===== src/hw/rtl/msrp_pkg.sv =====
// Package for the masked softmax region probability core.
// Holds the item and result words, the operation codes and the engine states.
// No dependencies.
package msrp_pkg;

	localparam logic [1:0] MODE_COV  = 2'd0;
	localparam logic [1:0] MODE_MASK = 2'd1;
	localparam logic [1:0] MODE_BETA = 2'd2;
	localparam logic [1:0] MODE_NONE = 2'd3;

	localparam logic CFG_CELLS  = 1'b0;
	localparam logic CFG_LAYERS = 1'b1;

	localparam logic [16:0] LOG2E_Q16 = 17'd94548;
	localparam logic [14:0] EXP_A     = 15'd21512;
	localparam logic [12:0] EXP_B     = 13'd5128;

	typedef enum logic [1:0] {
		OP_COV,
		OP_MASK,
		OP_BETA,
		OP_DRAW
	} op_t;

	typedef struct packed {
		op_t         op;
		logic [9:0]  cell_index;
		logic [1:0]  layer_index;
		logic [2:0]  cov_index;
		logic [15:0] cov_value;
		logic        cov_valid;
		logic [15:0] mask_value;
		logic [15:0] beta_value;
	} item_t;

	typedef struct packed {
		logic [1:0]  out_layer;
		logic [15:0] probability;
		logic        no_valid;
		logic        last;
	} result_t;

	typedef enum logic [3:0] {
		ST_IDLE,
		ST_PRD_RD,
		ST_PRD_MUL,
		ST_PRD_ACC,
		ST_PRD_WR,
		ST_EXP_RD,
		ST_EXP_D,
		ST_EXP_Y,
		ST_EXP_P1,
		ST_EXP_P2,
		ST_EXP_ACC,
		ST_EXP_MSK,
		ST_DIV_CHK,
		ST_DIV,
		ST_EMIT
	} state_t;

endpackage


===== src/hw/rtl/msrp_front.sv =====
// Front of the core: accepts input words, classifies them and queues them.
// Depends on msrp_pkg.
module msrp_front import msrp_pkg::*; (
	input  logic        clk,
	input  logic        arst_n,
	input  logic        push,
	output logic        full,
	input  logic [1:0]  mode,
	input  logic [9:0]  cell_index,
	input  logic [1:0]  layer_index,
	input  logic [2:0]  cov_index,
	input  logic [15:0] cov_value,
	input  logic        cov_valid,
	input  logic [15:0] mask_value,
	input  logic [15:0] beta_value,
	input  logic        last_beta,
	output logic        item_valid,
	input  logic        item_ready,
	output item_t       item
);

	item_t      fifo_q [2];
	logic [1:0] cnt_q;
	logic       wp_q;
	logic       rp_q;
	logic       keep;
	op_t        op;
	logic       wr;
	logic       rd;

	always_comb begin
		keep = 1'b1;
		op = OP_COV;
		unique case (mode)
			MODE_COV: op = OP_COV;
			MODE_MASK: op = OP_MASK;
			MODE_BETA: op = last_beta ? OP_DRAW : OP_BETA;
			default: keep = 1'b0;
		endcase
	end

	assign full = (cnt_q == 2'd2);
	assign wr = push && !full && keep;
	assign item_valid = (cnt_q != 2'd0);
	assign rd = item_valid && item_ready;
	assign item = fifo_q[rp_q];

	always_ff @(posedge clk) begin
		if (wr) begin
			fifo_q[wp_q] <= '{op, cell_index, layer_index, cov_index, cov_value, cov_valid,
				mask_value, beta_value};
		end
	end

	always_ff @(posedge clk or negedge arst_n) begin
		if (!arst_n) begin
			cnt_q <= 2'd0;
			wp_q <= 1'b0;
			rp_q <= 1'b0;
		end else begin
			if (wr) wp_q <= ~wp_q;
			if (rd) rp_q <= ~rp_q;
			cnt_q <= cnt_q + {1'b0, wr} - {1'b0, rd};
		end
	end

endmodule


===== config.mk =====
export PLATFORM = sky130hd
export DESIGN_NAME = msrp_front
export DESIGN_NICKNAME = d
export VERILOG_FILES = /design/src/hw/rtl/msrp_pkg.sv /design/src/hw/rtl/msrp_front.sv
export SDC_FILE = /design/constraint.sdc
export NUM_CORES = 1
export LEC_CHECK = 0
export BUFFER_PORTS_ARGS = -buffer_cell sky130_fd_sc_hd__buf_2
export CORE_ASPECT_RATIO = 1.75
export CORE_MARGIN = 2
export CORE_UTILIZATION = 52
export DETAILED_ROUTE_END_ITERATION = 8
export GPL_TIMING_DRIVEN = 0
export PLACE_DENSITY = 0.77
export SKIP_CTS_REPAIR_TIMING = 1
export SYNTH_ARGS = -nofsm -noshare
export SYNTH_HDL_FRONTEND = slang
export SYNTH_SLANG_ARGS = --single-unit

===== constraint.sdc =====
create_clock -name clk -period 5.5 [get_ports clk]
set_clock_uncertainty 0.05 [all_clocks]
set_input_delay 0.275 -clock clk [delete_from_list [all_inputs] [get_ports clk]]
set_output_delay 0.275 -clock clk [all_outputs]
set_load 0.02 [all_outputs]

==> results.ini, run 1 <==
[run_status]
status=finished clean

[logic_synthesis]
synth_flop_cell=edfxtp_1
synth_fp_nets=309
synth-seq-area-share=0.806
synthCells=232
syn_area_per_cell_sq_um=21.7
synth_edf_count=132
netlist_area_sq_mm=0.00504
ys_top_cells_by_area=edfxtp_1, mux2_2, dfrtp_1
synth_top_area_cell=edfxtp_1
synth-seq-cells=136
synth_common_cells=edfxtp_1, mux2_2, ha_1
yosys.area.top_type_share=0.786
yosysUniqueCellTypes=17
yosysMostFrequentCell=edfxtp_1
async_flop_share=0.0294
ys_warn_count=0

[timing]
setup_slack_ns=3.34
final_max_slew_viol_count=0
tightestPinTransition_ns=0.477
slew_headroom=0.681
tns_ns=0
setup-violations-final=0
final-hold-violation-count=0
fmax_mhz=463
rsz0062_at_grt=no
finalCriticalPeriod_ns=2.16
fin_crit_sh=0.393

[worst_setup_path]
cp-end-kind=primary output
regToRegSetupSlack_ns=3.43
reg2reg_to=fifo_q[0][47]
timing.critical_path.from_type=register
reg2reg_depth=5
crit_type=register to primary output
r2r_start=cnt_q[1]
cp.arrival_ns=1.83
cp.required_ns=5.18
path_max_fanout=10

[cts]
clkTransAtPathRegs_ns=0.06
cts.path.max_buffers=2
cts_made_buffers=17
tritoncts=yes
clk_latency_ns=0.41
cts-htree-levels=4
root_buffer=clkbuf_16
numClockSinks=136

[power_and_ir_drop]
ir_drop_mv=0.361
power_leakage_nw=2.71
fin_total_pwr_mw=3.72
power_density_mw_per_mm2=531

[final_layout]
area_growth_pct=38.8
antenna_cells=0
drive_gt1_frac=0.569
fin_cells=565
nets=508

[detailed_routing]
vias=2819
post-route-drc-count=0
drt-initial-drc-count=86
postRouteAntennaNets=0
routed_wl_um=9720
vias_per_cell=4.99
wl_per_cell_um=17.2
firstDrtPassIters=4

[floorplanning]
die_h_um=134
placement_rows=47
die-area_sq_mm=0.0105
core_area_sq_mm=0.00947
io_pins=139
die_x_um=78.5
initial_utilization=0.533

[global_route]
grt-busiest-layer=met2
met2_usage=0.365
antenna_found_initial=0
grt.met3_usage=0.0639
grt_usage=0.183
grt-ovfl-total=0
first_global_vias=2942
grt_pass1_wl_um=13800
grt.met1_usage=0.148
grt_start_max_net_pins=33

[hold_path]
min_from=cov_value[12]
min_to=fifo_q[1][45]
min_path_cells=1
hold_path.class=primary input to register

[placed_design]
port_buffers=138
dp.cells=496
gp_congestion=0.689
pre_cts_ws_ns=3.32
hpwl_um=6410

[run]
drv_cap=0

==> power by group <==
group,internal (mW),leakage [nW],switching (mW)
registers,1.36,1.26,0.0523
clock network,0.760,0.297,0.409
logic,0.482,1.15,0.656
total,2.60,2.71,1.12
==> flip-flops by register name, indices dropped and copies added, names as in the netlist <==
signal and cells:
cnt_q 2, wp_q 1, fifo_q 132, rp_q 1
==> how the worst max path moves through the flow <==
stage | startpoint | end | slack (ns) | cells past startpoint
final | rp_q | item[42] | 3.34 | 4
after global routing | rp_q | item[38] | 3.26 | 4
after CTS | rp_q | item[42] | 3.29 | 4
after detailed placement | mode[0] | fifo_q[0][58] | 3.32 | 6
after global placement | mode[0] | fifo_q[1][26] | -0.32 | 5
after floorplan | cnt_q[1] | fifo_q[0][0] | 1.15 | 4
==> through the flow <==
step	hold WS, ns	instance area [sq um]	util
2_1_floorplan	-0.0706	5040	-
3_5_place_dp	0.0386	6000	0.634
5_1_grt	0.0000190	7000	0.739
6_report	0.0126	7000	0.739
3_3_place_gp	0.0351	5890	0.622
4_1_cts	-0.401	6620	0.699
==> cells in the final DEF, fill, tap and decap left out <==
cell type / n
buf_2: 142
edfxtp_1: 132
mux2_2: 66
dlygate4sd3_1: 38
clkbuf_16: 17
ha_1: 6
inv_1: 4
inv_6: 4
bufinv_16: 4
dfrtp_1: 4
buf_4: 3
clkinvlp_4: 3
xnor2_1: 2
nor2_4: 2
clkinv_2: 2
buf_16: 2
buf_12: 2
nor2b_4: 1
or3b_1: 1
buf_6: 1
or2_2: 1
and2_1: 1
a21oi_1: 1
nor2_1: 1
xnor2_2: 1
xor2_1: 1
clkinv_4: 1
==> cell type report <==
cell class / instances / area [sq um]
clock buffer: 17 / 425
inverter: 4 / 15.0
clock inverter: 14 / 196
tap: 122 / 153
timing repair buffer: 180 / 1170
sequential: 136 / 4060
multi-input combinational: 84 / 927
buffer: 8 / 53.8
fill: 590 / 2470
==> logic make-up after synthesis <==
logic type | Yosys count | synth area share
flops | 136 | 0.806
mux | 66 | 0.147
buf+inv | 12 | 0.0136
simple gates | 7 | 0.00918
fa+ha+maj | 6 | 0.0149
xor+xnor | 4 | 0.00843
compound gates | 1 | 0.000991
==> critical path, stage by stage (launching register included) <==
cell	delay, ns
dfrtp_1	0.36
buf_2	0.29
buf_4	0.25
mux2_2	0.36
buf_2	0.16
==> layer usage <==
metal	vias to the layer above	part of all wire
met5	-	0
met4	0	0.025
met3	18	0.047
met2	110	0.61
met1	1384	0.32
li1	1307	-
(Power assumes the default switching activity.)
==> run 2: changes to the inputs <==
==> constraint.sdc (replaced) <==
create_clock -name clk -period 2.1 [get_ports clk]
set_clock_uncertainty 0.05 [all_clocks]
set_input_delay 0.105 -clock clk [delete_from_list [all_inputs] [get_ports clk]]
set_output_delay 0.105 -clock clk [all_outputs]
set_load 0.02 [all_outputs]
==> run 2 against run 1 <==
Effect of this change:
- the flow now finishes with violations (negative hold slack)
- core utilization increased by 1.7 points
- setup slack got worse by 3.3 ns
- cell count increased by 5.0%
- sequential power increased to 2.6 times the previous value
- flip-flop and latch count unchanged
- power increased to 2.5 times the previous value
- global-route usage increased by 0.55 points
- highest routed layer unchanged
- register-to-register slack got worse by 3.4 ns
- first-iteration DRC count increased by 100%
==> results.ini, run 2 (synthesis results as in run 1) <==
[run_status]
status=finished, violations left
violations=negative hold slack

[detailed_routing]
firstDrtPassIters=4
postRouteAntennaNets=0
routed_wl_um=10700
wl_per_cell_um=18.1
post-route-drc-count=0
vias_per_cell=4.98
drt-initial-drc-count=175
vias=2955

[timing]
setup_slack_ns=0.0719
tightestPinTransition_ns=0.250
rsz0062_at_grt=no
finalCriticalPeriod_ns=2.03
fin_crit_sh=0.966
slew_headroom=0.833
fmax_mhz=493
whs_ns=-0.0110
setup-violations-final=0
final-hold-violation-count=4
final_max_slew_viol_count=0

[floorplanning]
core_area_sq_mm=0.00947
die-area_sq_mm=0.0105
io_pins=139
die_x_um=78.5
initial_utilization=0.533
placement_rows=47
die_h_um=134

[final_layout]
reg_top3=fifo_q (132), cnt_q (2)
fin_util=0.756
largest-register=fifo_q
area_growth_pct=41.9
seq_area_sq_mm=0.00406
multi_input_area_sq_um=927
largest_reg_flops=132
mostFrequentLayoutCell=buf_2
final_cell_mix=buf_2, edfxtp_1, mux2_2
fin_area_sq_mm=0.00716
nets=535
antenna_cells=0
drive_gt1_frac=0.520
fillers=554

[power_and_ir_drop]
fin_total_pwr_mw=9.40
p_seq_frac=0.396
power_leakage_nw=2.76
swShare=0.314
clockPowerShare=0.279
power_density_mw_per_mm2=1310
internal_power_mw=6.45
comb_power_share=0.325
netSwitchingPower_mw=2.95
ir_drop_mv=0.927

[cts]
clkTransAtPathRegs_ns=0.05
numClockSinks=136
cts_made_buffers=17
tritoncts=yes
cts.path.max_buffers=2
cts-htree-levels=4
clk_latency_ns=0.40
root_buffer=clkbuf_16

[placed_design]
port_buffers=138
gp_congestion=0.706
postPlaceCellArea_sq_mm=0.00598
hpwl_um=6180
pre_cts_ws_ns=0.122

[worst_setup_path]
cp-end-kind=register
crit_type=register to register
path_max_fanout=4
cp.arrival_ns=2.30
cp.required_ns=2.37
timing.critical_path.from_type=register

[run]
drv_cap=0

[global_route]
antenna_found_initial=0
grt_usage=0.189
grt-ovfl-total=0
grt_pass1_wl_um=14500
grt_start_max_net_pins=35
first_global_vias=2992

[hold_path]
hold_path.class=primary input to async pin

==> run 2: cell count changes in the layout (fill, tap and decap cells not counted), sizes merged <==
| cell | previous run | this run |
|---|---|---|
| clkbuf | 17 | 22 |
| buf | 150 | 149 |
| dlygate4sd3 | 38 | 65 |
| clkinv | 3 | 7 |
| inv | 8 | 4 |
| bufinv | 4 | 1 |
==> run 2: worst paths after layout <==
kind | startpoint | endpoint | slack, ns | cells after the start
max in group asynchronous | arst_n | rp_q | 1.89 | 2
min | arst_n | wp_q | -0.01 | 2
max reg2reg | cnt_q[1] | cnt_q[1] | 0.07 | 8
min reg2reg | cnt_q[1] | cnt_q[1] | 0.47 | 1
min in group clk | item_ready | rp_q | 0.01 | 3
max | cnt_q[1] | cnt_q[1] | 0.07 | 8
==> run 2: critical path: stages, from the launching register on <==
cell and delay [ns]:
dfrtp_1 0.40, nor2b_4 0.14, or3b_1 0.37, buf_6 0.15, ha_1 0.27, inv_1 0.05, ha_1 0.19, xnor2_1 0.17
xnor2_1 0.15
==> run 2: metrics by stage <==
step	std cells	TNS [ns]
finish	593	0
global route	593	0
CTS	528	0
detailed placement	496	0
global placement	492	-111.39
floorplan	232	-48.12
==> run 2: power by group through the flow <==
stage               logic (mW)  clock network [mW]  registers, mW
finish                    3.06                2.62           3.72
CTS                       2.96                2.64           3.71
global route              3.23                2.78           3.76
global placement          2.79                   0           3.74
floorplan                 1.99                   0           3.72
detailed placement        2.93                   0           3.76
==> run 2: routing by layer <==
layer	track usage	vias up	share of wire
met5	0	-	0
met4	0.0984	0	0.026
met3	0.0619	19	0.042
met2	0.347	105	0.59
met1	0.183	1475	0.34
li1	-	1356	-
==> run 2: layout make-up <==
cell class                      count  area share
Timing Repair Buffer              207       0.199
Inverter                            4     0.00210
Sequential cell                   136       0.568
Multi-Input combinational cell     84       0.130
Buffer                              8     0.00786
Tap cell                          122      0.0213
Clock buffer                       21      0.0615
Clock inverter                     11      0.0115
