===== config.mk =====
export PLATFORM = sky130hd
export DESIGN_NAME = msrp_outq
export DESIGN_NICKNAME = d
export VERILOG_FILES = /design/src/hw/rtl/msrp_pkg.sv /design/src/hw/rtl/msrp_outq.sv
export SDC_FILE = /design/constraint.sdc
export NUM_CORES = 1
export LEC_CHECK = 0
export CORE_MARGIN = 10
export CORE_UTILIZATION = 50
export DETAILED_ROUTE_END_ITERATION = 6
export DONT_BUFFER_PORTS = 1
export PLACE_DENSITY = 0.65
export SYNTH_ARGS = -nofsm -noshare
export SYNTH_HDL_FRONTEND = slang
export SYNTH_SLANG_ARGS = --single-unit

===== constraint.sdc =====
create_clock -name clk -period 3 [get_ports clk]
set_input_delay 0.45 -clock clk [delete_from_list [all_inputs] [get_ports clk]]
set_output_delay 0.45 -clock clk [all_outputs]
set_load 0.02 [all_outputs]

===== src/hw/rtl/msrp_pkg.sv =====
// Package for the masked softmax region probability core.
// Holds the item and result words, the operation codes and the engine states.
// No dependencies.
package msrp_pkg;

	localparam logic [1:0] MODE_COV  = 2'd0;
	localparam logic [1:0] MODE_MASK = 2'd1;
	localparam logic [1:0] MODE_BETA = 2'd2;
	localparam logic [1:0] MODE_NONE = 2'd3;

	localparam logic CFG_CELLS  = 1'b0;
	localparam logic CFG_LAYERS = 1'b1;

	localparam logic [16:0] LOG2E_Q16 = 17'd94548;
	localparam logic [14:0] EXP_A     = 15'd21512;
	localparam logic [12:0] EXP_B     = 13'd5128;

	typedef enum logic [1:0] {
		OP_COV,
		OP_MASK,
		OP_BETA,
		OP_DRAW
	} op_t;

	typedef struct packed {
		op_t         op;
		logic [9:0]  cell_index;
		logic [1:0]  layer_index;
		logic [2:0]  cov_index;
		logic [15:0] cov_value;
		logic        cov_valid;
		logic [15:0] mask_value;
		logic [15:0] beta_value;
	} item_t;

	typedef struct packed {
		logic [1:0]  out_layer;
		logic [15:0] probability;
		logic        no_valid;
		logic        last;
	} result_t;

	typedef enum logic [3:0] {
		ST_IDLE,
		ST_PRD_RD,
		ST_PRD_MUL,
		ST_PRD_ACC,
		ST_PRD_WR,
		ST_EXP_RD,
		ST_EXP_D,
		ST_EXP_Y,
		ST_EXP_P1,
		ST_EXP_P2,
		ST_EXP_ACC,
		ST_EXP_MSK,
		ST_DIV_CHK,
		ST_DIV,
		ST_EMIT
	} state_t;

endpackage


===== src/hw/rtl/msrp_outq.sv =====
// Two-entry result queue between the engine and the result ports.
// Depends on msrp_pkg.
module msrp_outq import msrp_pkg::*; (
	input  logic    clk,
	input  logic    arst_n,
	input  logic    res_push,
	output logic    res_full,
	input  result_t res_in,
	input  logic    pop,
	output logic    empty,
	output result_t res_out
);

	result_t    q_q [2];
	logic [1:0] cnt_q;
	logic       wp_q;
	logic       rp_q;
	logic       wr;
	logic       rd;

	assign res_full = (cnt_q == 2'd2);
	assign empty = (cnt_q == 2'd0);
	assign wr = res_push && !res_full;
	assign rd = pop && !empty;
	assign res_out = q_q[rp_q];

	always_ff @(posedge clk) begin
		if (wr) q_q[wp_q] <= res_in;
	end

	always_ff @(posedge clk or negedge arst_n) begin
		if (!arst_n) begin
			cnt_q <= 2'd0;
			wp_q <= 1'b0;
			rp_q <= 1'b0;
		end else begin
			if (wr) wp_q <= ~wp_q;
			if (rd) rp_q <= ~rp_q;
			cnt_q <= cnt_q + {1'b0, wr} - {1'b0, rd};
		end
	end

endmodule


==> results.sh, run 1 <==
export IMPL_cts_root_buf="clkbuf_4"
export IMPL_worst_skew_pair_latency_ps=360
export IMPL_worst_r2r_path_depth=7
export IMPL_worst_setup_path_type="reg -> out"
export IMPL_static_leakage_power_nw=0.616
export IMPL_rows=20
export IMPL_finalSetupViolations=0
export IMPL_cp_depth=1
export IMPL_syn_area_um2=1650
export IMPL_family_with_the_most_delay_on_the_worst_path="flip-flops"
export IMPL_pin_count=46
export IMPL_cts_sink_count=44
export IMPL_final_cell_mix="40 x edfxtp_1, 20 x mux2_2, 5 x clkbuf_4"
export IMPL_grt_start_max_net_pins=22
export IMPL_fmaxAchievable_mhz=449
export IMPL_final_min_clock_period_ps=2230
export IMPL_finalWirelength_um=2540
export IMPL_synth_cells=80
export IMPL_rsz0062_at_grt="no"
export IMPL_pwr_density_cell_nw_per_um2=1060
export IMPL_start_util=0.531
export IMPL_status="completed"
export IMPL_power_ir_vdd_worst_uv=483
export IMPL_cpMaxStageDelayCell="dfrtp_1"
export IMPL_track_usage=0.0928
export IMPL_proportion_of_synthesized_chip_area_in_sequential_cells=0.789
export IMPL_worstHoldPathCells=0
export IMPL_synth_area_per_cell_um2=20.6
export IMPL_synth_yosys_warnings=0
export IMPL_detail_route_antenna_nets=0
export IMPL_route_vias_total=692
export IMPL_critical_path_endpoint_type="output pin"
export IMPL_route_detailed_wl_per_inst_um=19.3
export IMPL_synth_seq_cells=44
export IMPL_worst_slew_pin_slew_ps=887
export IMPL_critical_path_cell_chain="mux2_2"
export IMPL_cp_required_ps=2550
export IMPL_diodes=0
export IMPL_critPathMaxStageDelay_ps=930
export IMPL_gp_routability_congestion=0.647
export IMPL_finalHoldViolations=0
export IMPL_grt_first_pass_wirelength_um=4140
export IMPL_post_cts_setup_buffer_count=0
export IMPL_globalRouteOverflowTotal=0
export IMPL_finalWorstSetupSlack_ps=772
export IMPL_timing_critical_path_from_type="flop"
export IMPL_clkTransAtPathRegs_ps=130
export IMPL_hold_path_class="in -> reg"
export IMPL_initialDrtViolationCount=29
export IMPL_drt_pass1_iter_count=4
export IMPL_drt_drc_violations_left=0
export IMPL_dp_hpwl_um=1780
export IMPL_synthesis_nets=106
export IMPL_pins_over_slew_limit=0
export IMPL_clock_skew_final_ps=21.0
export IMPL_buffers_from_clock_root_to_sink_at_most=2
export IMPL_htree_num_levels=2
export IMPL_post_route_cells_drive_above_1_share=0.341
export IMPL_design_core_area_um2=3100
export IMPL_numCtsBuffers=5
export IMPL_antenna_violations_before_repair=0
export IMPL_die_area_um2=6000
export IMPL_maxSlewHeadroom=0.409
export IMPL_setup_tns_ps=0
export IMPL_area_growth_syn_to_layout_pct=9.33
export IMPL_final_net_count=113
export IMPL_min_period_over_period=0.743
export IMPL_die_width_um=77.4
export IMPL_port_buf_inserts=0
export IMPL_layout_commonest_cell="edfxtp_1"
export IMPL_worst_ep_arrival_time_ps=1780
export IMPL_tritoncts="done"
export IMPL_worstPathBufferInverterCount=0
export IMPL_dieHeight_um=77.4
export IMPL_place_worst_setup_slack_ps=1130
export IMPL_netlist_cell_type_count=13
export IMPL_drv_cap=0
export IMPL_via_per_inst=5.24
export IMPL_timing_critical_path_fanout_max=21
export IMPL_first_global_vias=769
==> where the power goes <==
part / internal (mW) / switching (mW)
clock: 0.260 / 0.175
sequential: 0.844 / 0.0940
combinational: 0.194 / 0.341
==> layout make-up <==
cell class / count / area, um^2
clock buffers: 6 / 41.3
clock inverters: 2 / 60.1
fillers: 255 / 1300
inverters: 2 / 7.51
multi-input cells: 32 / 320
flip-flops and latches: 44 / 1300
well taps: 44 / 55.1
repair buffers: 2 / 17.5
==> Yosys cell counts <==
cell type,number,share of area
nor2_1,2,0.0046
nand2b_1,1,0.0038
nand2_1,1,0.0023
and3_1,1,0.0038
nor2b_2,1,0.0053
edfxtp_1,40,0.73
xnor2_1,3,0.016
xor2_1,1,0.0053
ha_1,2,0.015
buf_6,2,0.014
dfrtp_1,4,0.061
mux2_2,20,0.14
inv_1,2,0.0046
==> cell families after synthesis <==
family / after synthesis / synth area share
DFF: 44 / 0.789
muxes: 20 / 0.137
and+or+nand+nor: 6 / 0.0197
xor gates and xnor gates: 4 / 0.0212
buffers and inverters: 4 / 0.0182
adders and majority gates: 2 / 0.0152
==> flip-flops by register name, summed over array words and instances, names as in the netlist <==
signal  flops
cnt_q       2
rp_q        1
wp_q        1
q_q        40
==> stage by stage <==
step / area, um^2 / std cells / utilization / power (mW) / hold WS [ps]
after floorplan: 1650 / 80 / - / 1.43 / 154
after detailed placement: 1690 / 123 / 0.545 / 1.51 / 155
final: 1800 / 132 / 0.581 / 1.91 / 170
after global routing: 1800 / 132 / 0.581 / 2.02 / 138
after CTS: 1800 / 132 / 0.581 / 1.95 / 152
after global placement: 1690 / 123 / 0.545 / 1.49 / 155
==> worst register-to-register path: cells and delay by family, from the launching register on <==
| kind | cells | cell delay (ps) |
|---|---|---|
| xor+xnor | 2 | 310 |
| flops | 1 | 420 |
| simple gates | 2 | 510 |
| buf+inv | 1 | 40 |
| fa+ha+maj | 2 | 470 |
==> path summary, 6_finish.rpt <==
path | slack (ps) | startpoint | to
max reg2reg | 1200 | cnt_q[1]$_DFF_PN0_ | cnt_q[1]$_DFF_PN0_
max | 770 | rp_q$_DFFE_PN0P_ | res_out[9]
max in group asynchronous | 2460 | arst_n | cnt_q[0]$_DFF_PN0_
min | 170 | res_in[3] | q_q[1][3]$_DFFE_PP_
min reg2reg | 510 | cnt_q[1]$_DFF_PN0_ | cnt_q[1]$_DFF_PN0_
min in group asynchronous | 350 | arst_n | rp_q$_DFFE_PN0P_
==> layer usage <==
| layer | up-vias | global-route usage | share of wire |
|---|---|---|---|
| met4 | 0 | 0.0493 | 0.020 |
| met3 | 6 | 0.0876 | 0.18 |
| met2 | 33 | 0.145 | 0.50 |
| met1 | 340 | 0.0770 | 0.30 |
| met5 | - | 0 | 0 |
| li1 | 313 | - | - |
==> timing repair <==
item,CTS,global route
hold buffers,1,0
hold endpoints to repair,4,0
resized for setup,0,0
Power figures use the tool's default switching activity.
==> run 2: changes to the inputs <==
PLACE_DENSITY = 0.68   (was 0.65)
clock period = 2 ns   (was 3 ns; I/O delays follow)
==> run 2 against run 1 <==
Against the previous run: cell count grew 3.0%; power is 60% higher; clock-buffer cell count fell by 1; design area is 3.1% higher; register-to-register slack worse by 750 ps; worst setup slack worse by 420 ps; wire length grew 1.5%; critical path type unchanged.
==> results.sh, run 2 (synthesis gave the netlist of run 1 again) <==
export IMPL_worstPathBufferInverterCount=1
export IMPL_area_growth_syn_to_layout_pct=12.7
export IMPL_tritoncts="done"
export IMPL_worst_setup_path_type="reg -> out"
export IMPL_drt_pass1_iter_count=4
export IMPL_regMostFlops="q_q"
export IMPL_cts_sink_count=44
export IMPL_power_ir_vdd_worst_uv=876
export IMPL_clkTransAtPathRegs_ps=120
export IMPL_internal_power_mw=2.12
export IMPL_antenna_violations_before_repair=0
export IMPL_pins_over_slew_limit=0
export IMPL_largest_register_ffs=40
export IMPL_rows=20
export IMPL_worst_skew_pair_latency_ps=350
export IMPL_globalRouteOverflowTotal=0
export IMPL_port_buf_inserts=0
export IMPL_hold_path_class="in -> reg"
export IMPL_gp_routability_congestion=0.752
export IMPL_start_util=0.531
export IMPL_worstHoldPathCells=0
export IMPL_layout_commonest_cell="edfxtp_1"
export IMPL_finalHoldViolations=0
export IMPL_buffers_from_clock_root_to_sink_at_most=2
export IMPL_status="completed"
export IMPL_htree_num_levels=2
export IMPL_die_width_um=77.4
export IMPL_maxSlewHeadroom=0.819
export IMPL_power_switching_share=0.306
export IMPL_power_share_clock=0.257
export IMPL_cp_depth=2
export IMPL_die_area_um2=6000
export IMPL_route_detailed_wl_per_inst_um=19.0
export IMPL_design_core_area_um2=3100
export IMPL_pin_count=46
export IMPL_timing_critical_path_from_type="flop"
export IMPL_clock_skew_final_ps=10.8
export IMPL_detail_route_antenna_nets=0
export IMPL_share_comb_of_total_power=0.306
export IMPL_pwr_density_cell_nw_per_um2=1640
export IMPL_dp_hpwl_um=1870
export IMPL_grt_start_max_net_pins=21
export IMPL_via_per_inst=5.09
export IMPL_track_usage=0.0917
export IMPL_critical_path_cell_chain="buf_4 -> mux2_2"
export IMPL_finalWirelength_um=2580
export IMPL_numCtsBuffers=5
export IMPL_dieHeight_um=77.4
export IMPL_static_leakage_power_nw=0.649
export IMPL_worst_r2r_path_depth=7
export IMPL_final_cells=136
export IMPL_critPathMaxStageDelay_ps=420
export IMPL_diodes=0
export IMPL_cpMaxStageDelayCell="mux2_2"
export IMPL_fmaxAchievable_mhz=605
export IMPL_critical_path_endpoint_type="output pin"
export IMPL_finalSetupViolations=0
export IMPL_worst_slew_pin_slew_ps=271
export IMPL_rsz0062_at_grt="no"
export IMPL_post_cts_setup_buffer_count=0
export IMPL_final_cell_mix="40 x edfxtp_1, 20 x mux2_2, 5 x clkbuf_4, 5 x buf_4, 4 x dfrtp_1"
export IMPL_dpl_instance_area_um2=1720
export IMPL_final_min_clock_period_ps=1650
export IMPL_final_net_count=117
export IMPL_initialDrtViolationCount=66
export IMPL_biggestRegsByFlops="q_q: 40 flops, cnt_q: 2 flops"
export IMPL_dp_cells=127
export IMPL_drv_cap=0
export IMPL_first_global_vias=800
export IMPL_cp_required_ps=1700
export IMPL_setup_tns_ps=0
export IMPL_postLayoutCellArea_um2=1860
export IMPL_worst_ep_arrival_time_ps=1350
export IMPL_cts_root_buf="clkbuf_4"
export IMPL_post_route_cells_drive_above_1_share=0.380
export IMPL_route_vias_total=692
export IMPL_family_with_the_most_delay_on_the_worst_path="multiplexers"
export IMPL_min_period_over_period=0.826
export IMPL_timing_critical_path_fanout_max=11
export IMPL_drt_drc_violations_left=0
export IMPL_pwr_share_seq=0.437
export IMPL_p_sw_mw=0.934
export IMPL_grt_first_pass_wirelength_um=4120
## run 2: area by class of cell
cell class / instances / area [um^2]
Inverter: 2 / 7.51
Clock buffer: 5 / 37.5
Fill cell: 243 / 1240
Clock inverter: 3 / 90.1
Timing Repair Buffer: 6 / 47.5
Multi-Input combinational cell: 32 / 320
Sequential cell: 44 / 1300
Tap cell: 44 / 55.1
## run 2: path summary, 6_finish.rpt
kind	end	slack, ps	startpoint
worst max-delay path	res_out[1]	350	rp_q$_DFFE_PN0P_
worst min-delay path	q_q[1][5]$_DFFE_PP_	40	res_in[5]
worst max register to register	cnt_q[1]$_DFF_PN0_	450	cnt_q[1]$_DFF_PN0_
worst min register to register	cnt_q[1]$_DFF_PN0_	530	cnt_q[1]$_DFF_PN0_
max in group asynchronous	cnt_q[1]$_DFF_PN0_	1640	arst_n
min in group asynchronous	rp_q$_DFFE_PN0P_	200	arst_n
## run 2: metal layers
layer,GRT usage,part of all wire,vias up
met4,0.0657,0.024,0
met2,0.138,0.49,34
met3,0.0611,0.14,7
li1,-,-,322
met5,0,0,-
met1,0.0894,0.34,329
## run 2: worst register-to-register path, stage by stage (launching register included)
cell,delay [ps]
dfrtp_1,430
nand2b_1,110
nand2_1,120
ha_1,290
inv_1,40
ha_1,180
xnor2_1,170
xnor2_1,140
## run 2: through the flow
| stage | total power [mW] | utilization | setup slack, ps | hold WS [ps] |
|---|---|---|---|---|
| 6_report | 3.05 | 0.599 | 348 | 35.2 |
| 5_1_grt | 3.21 | 0.599 | 266 | 1.94 |
| 4_1_cts | 3.10 | 0.599 | 327 | 18.3 |
| 3_5_place_dp | 2.32 | 0.555 | 467 | 4.59 |
| 3_3_place_gp | 2.30 | 0.555 | 535 | 4.55 |
| 2_1_floorplan | 2.14 | - | 149 | 4.41 |
## run 2: timing repair
item | in CTS | in global routing
resized for setup | 0 | 0
hold endpoints to repair | 4 | 0
hold buffers | 1 | 0
## run 2: power by group through the flow
stage	clock network (mW)	logic (mW)	registers, mW
finish	0.783	0.934	1.33
global route	0.830	1.02	1.36
CTS	0.799	0.969	1.34
detailed placement	0	0.960	1.36
global placement	0	0.955	1.34
floorplan	0	0.797	1.34
==> run 3: changes to the inputs <==
PLACE_DENSITY = 0.65   (was 0.68)
clock period = 1.65 ns   (was 2 ns; I/O delays follow)
==> run 3 against run 2 <==
Against the previous run: core utilization up 6.2 points; cell count is 17% higher; combinational power is 38% higher; flip-flop and latch count did not move; hold slack improved by 96 ps; clock-buffer cell count stayed put; worst setup slack worse by 270 ps; global-route usage is 0.65 points higher; wire length up 11%; critical path type is now reg -> reg; largest cell class unchanged; largest power group unchanged; highest routed layer unchanged.
==> results.sh, run 3 (synthesis gave the netlist of run 1 again) <==
export IMPL_grt_first_pass_wirelength_um=4460
export IMPL_final_cells=159
export IMPL_fmaxAchievable_mhz=635
export IMPL_timing_critical_path_from_type="flop"
export IMPL_dp_hpwl_um=1920
export IMPL_largest_register_ffs=40
export IMPL_grt_start_max_net_pins=22
export IMPL_maxSlewHeadroom=0.870
export IMPL_biggestRegsByFlops="q_q: 40 flops, cnt_q: 2 flops"
export IMPL_min_period_over_period=0.954
export IMPL_antenna_violations_before_repair=0
export IMPL_cts_root_buf="clkbuf_4"
export IMPL_post_route_cells_drive_above_1_share=0.330
export IMPL_path_common_cell="ha_1"
export IMPL_die_width_um=77.4
export IMPL_power_ir_vdd_worst_uv=976
export IMPL_worst_slew_pin_slew_ps=195
export IMPL_regMostFlops="q_q"
export IMPL_seq_area_um2=1300
export IMPL_finalWorstSetupSlack_ps=75.7
export IMPL_final_net_count=140
export IMPL_cts_sink_count=44
export IMPL_worst_setup_path_type="reg -> reg"
export IMPL_cp_required_ps=1880
export IMPL_rows=20
export IMPL_numCtsBuffers=5
export IMPL_tritoncts="done"
export IMPL_critical_path_endpoint_type="flop"
export IMPL_dieHeight_um=77.4
export IMPL_drt_drc_violations_left=0
export IMPL_via_per_inst=4.87
export IMPL_clock_skew_final_ps=6.54
export IMPL_worst_r2r_path_depth=7
export IMPL_status="completed"
export IMPL_route_detailed_wl_per_inst_um=18.1
export IMPL_place_worst_setup_slack_ps=96.5
export IMPL_final_min_clock_period_ps=1570
export IMPL_pin_count=46
export IMPL_worstHoldPathCells=2
export IMPL_setup_reg_to_reg_worst_slack_ps=80
export IMPL_detail_route_antenna_nets=0
export IMPL_finalSetupViolations=0
export IMPL_area_growth_syn_to_layout_pct=24.4
export IMPL_critPathMaxStageDelay_ps=430
export IMPL_diodes=0
export IMPL_start_util=0.531
export IMPL_critical_path_cell_chain="nand2b_1 -> nand2_1 -> ha_1 -> inv_1 -> ha_1 -> xnor2_2 -> xnor2_1"
export IMPL_dp_cells=128
export IMPL_cpMaxStageDelayCell="dfrtp_1"
export IMPL_pins_over_slew_limit=0
export IMPL_track_usage=0.0983
export IMPL_post_route_util=0.661
export IMPL_finalHoldViolations=0
export IMPL_layout_commonest_cell="edfxtp_1"
export IMPL_die_area_um2=6000
export IMPL_static_leakage_power_nw=0.731
export IMPL_hold_path_class="in -> reg"
export IMPL_route_vias_total=774
export IMPL_final_cell_mix="40 x edfxtp_1, 21 x dlygate4sd3_1, 20 x mux2_2"
export IMPL_worst_skew_pair_latency_ps=340
export IMPL_initialDrtViolationCount=30
export IMPL_drv_cap=0
export IMPL_globalRouteOverflowTotal=0
export IMPL_clkTransAtPathRegs_ps=110
export IMPL_timing_critical_path_fanout_max=3
export IMPL_worst_ep_arrival_time_ps=1810
export IMPL_htree_num_levels=2
export IMPL_timing_hold_ws_ps=131
export IMPL_buffers_from_clock_root_to_sink_at_most=2
export IMPL_multi_input_comb_area_um2=330
export IMPL_pwr_density_cell_nw_per_um2=1720
export IMPL_gp_routability_congestion=0.645
export IMPL_finalWirelength_um=2880
export IMPL_drt_pass1_iter_count=2
export IMPL_design_core_area_um2=3100
export IMPL_fillCellCount=227
export IMPL_port_buf_inserts=0
export IMPL_first_global_vias=850
run 3: changes by cell type in the layout (fill, tap and decap cells not counted):
cell	before	now
buf_12	0	1
buf_4	5	7
nor2_1	1	0
dlygate4sd3_1	1	21
clkinv_1	0	2
bufinv_16	3	1
xnor2_1	3	2
nor2_2	1	2
xnor2_2	0	1
run 3: path summary, 6_finish.rpt:
path / from / to
max: cnt_q[1]$_DFF_PN0_ / cnt_q[1]$_DFF_PN0_
min: res_push / wp_q$_DFFE_PN0P_
max reg2reg: cnt_q[1]$_DFF_PN0_ / cnt_q[1]$_DFF_PN0_
min reg2reg: wp_q$_DFFE_PN0P_ / wp_q$_DFFE_PN0P_
max in group asynchronous: arst_n / wp_q$_DFFE_PN0P_
min in group asynchronous: arst_n / cnt_q[1]$_DFF_PN0_
run 3: layout make-up:
| class | count | area share |
|---|---|---|
| Sequential cell | 44 | 0.634 |
| Multi-Input combinational cell | 32 | 0.161 |
| Timing Repair Buffer | 29 | 0.138 |
| Tap cell | 44 | 0.0268 |
| Clock buffer | 5 | 0.0183 |
| Clock inverter | 3 | 0.0183 |
| Inverter | 2 | 0.00366 |
run 3: per-layer routing:
layer	track usage	vias up	part of all wire	wire length, um
li1	-	369	-	-
met2	0.181	29	0.57	1630
met1	0.0852	374	0.35	1010
met5	0	-	0	0
met4	0.0383	0	0.0056	16
met3	0.0576	2	0.076	219
run 3: repair_timing:
| action | 4_1_cts | 5_1_grt |
|---|---|---|
| hold endpoints to repair | 44 | 0 |
| hold buffers | 21 | 0 |
| setup buffers | 0 | 2 |
| setup endpoints to repair | 0 | 1 |
| gates resized for setup | 0 | 1 |
run 3: worst max-delay path, delay by kind of cell, from the launching register on:
kind                     cells  cell delay [ps]
flip-flops                   1              430
AND/OR/NAND/NOR              2              270
buffers and inverters        1               30
XOR/XNOR                     2              260
adder cells (fa/ha/maj)      2              490
run 3: stage by stage:
stage | power (mW) | area (um^2) | setup TNS (ps)
2_1_floorplan | 2.60 | 1650 | 0
3_3_place_gp | 2.84 | 1740 | 0
3_5_place_dp | 2.87 | 1740 | 0
5_1_grt | 3.72 | 2050 | -11.1
4_1_cts | 3.53 | 2030 | 0
6_report | 3.52 | 2050 | 0
run 3: power by group:
group          internal [mW]  leakage, nW  switching [mW]  total (mW)
Combinational          0.525        0.273           0.767        1.29
Clock                  0.310       0.0403           0.299       0.609
Sequential              1.53        0.418          0.0892        1.62
Total                   2.37        0.731            1.16        3.52
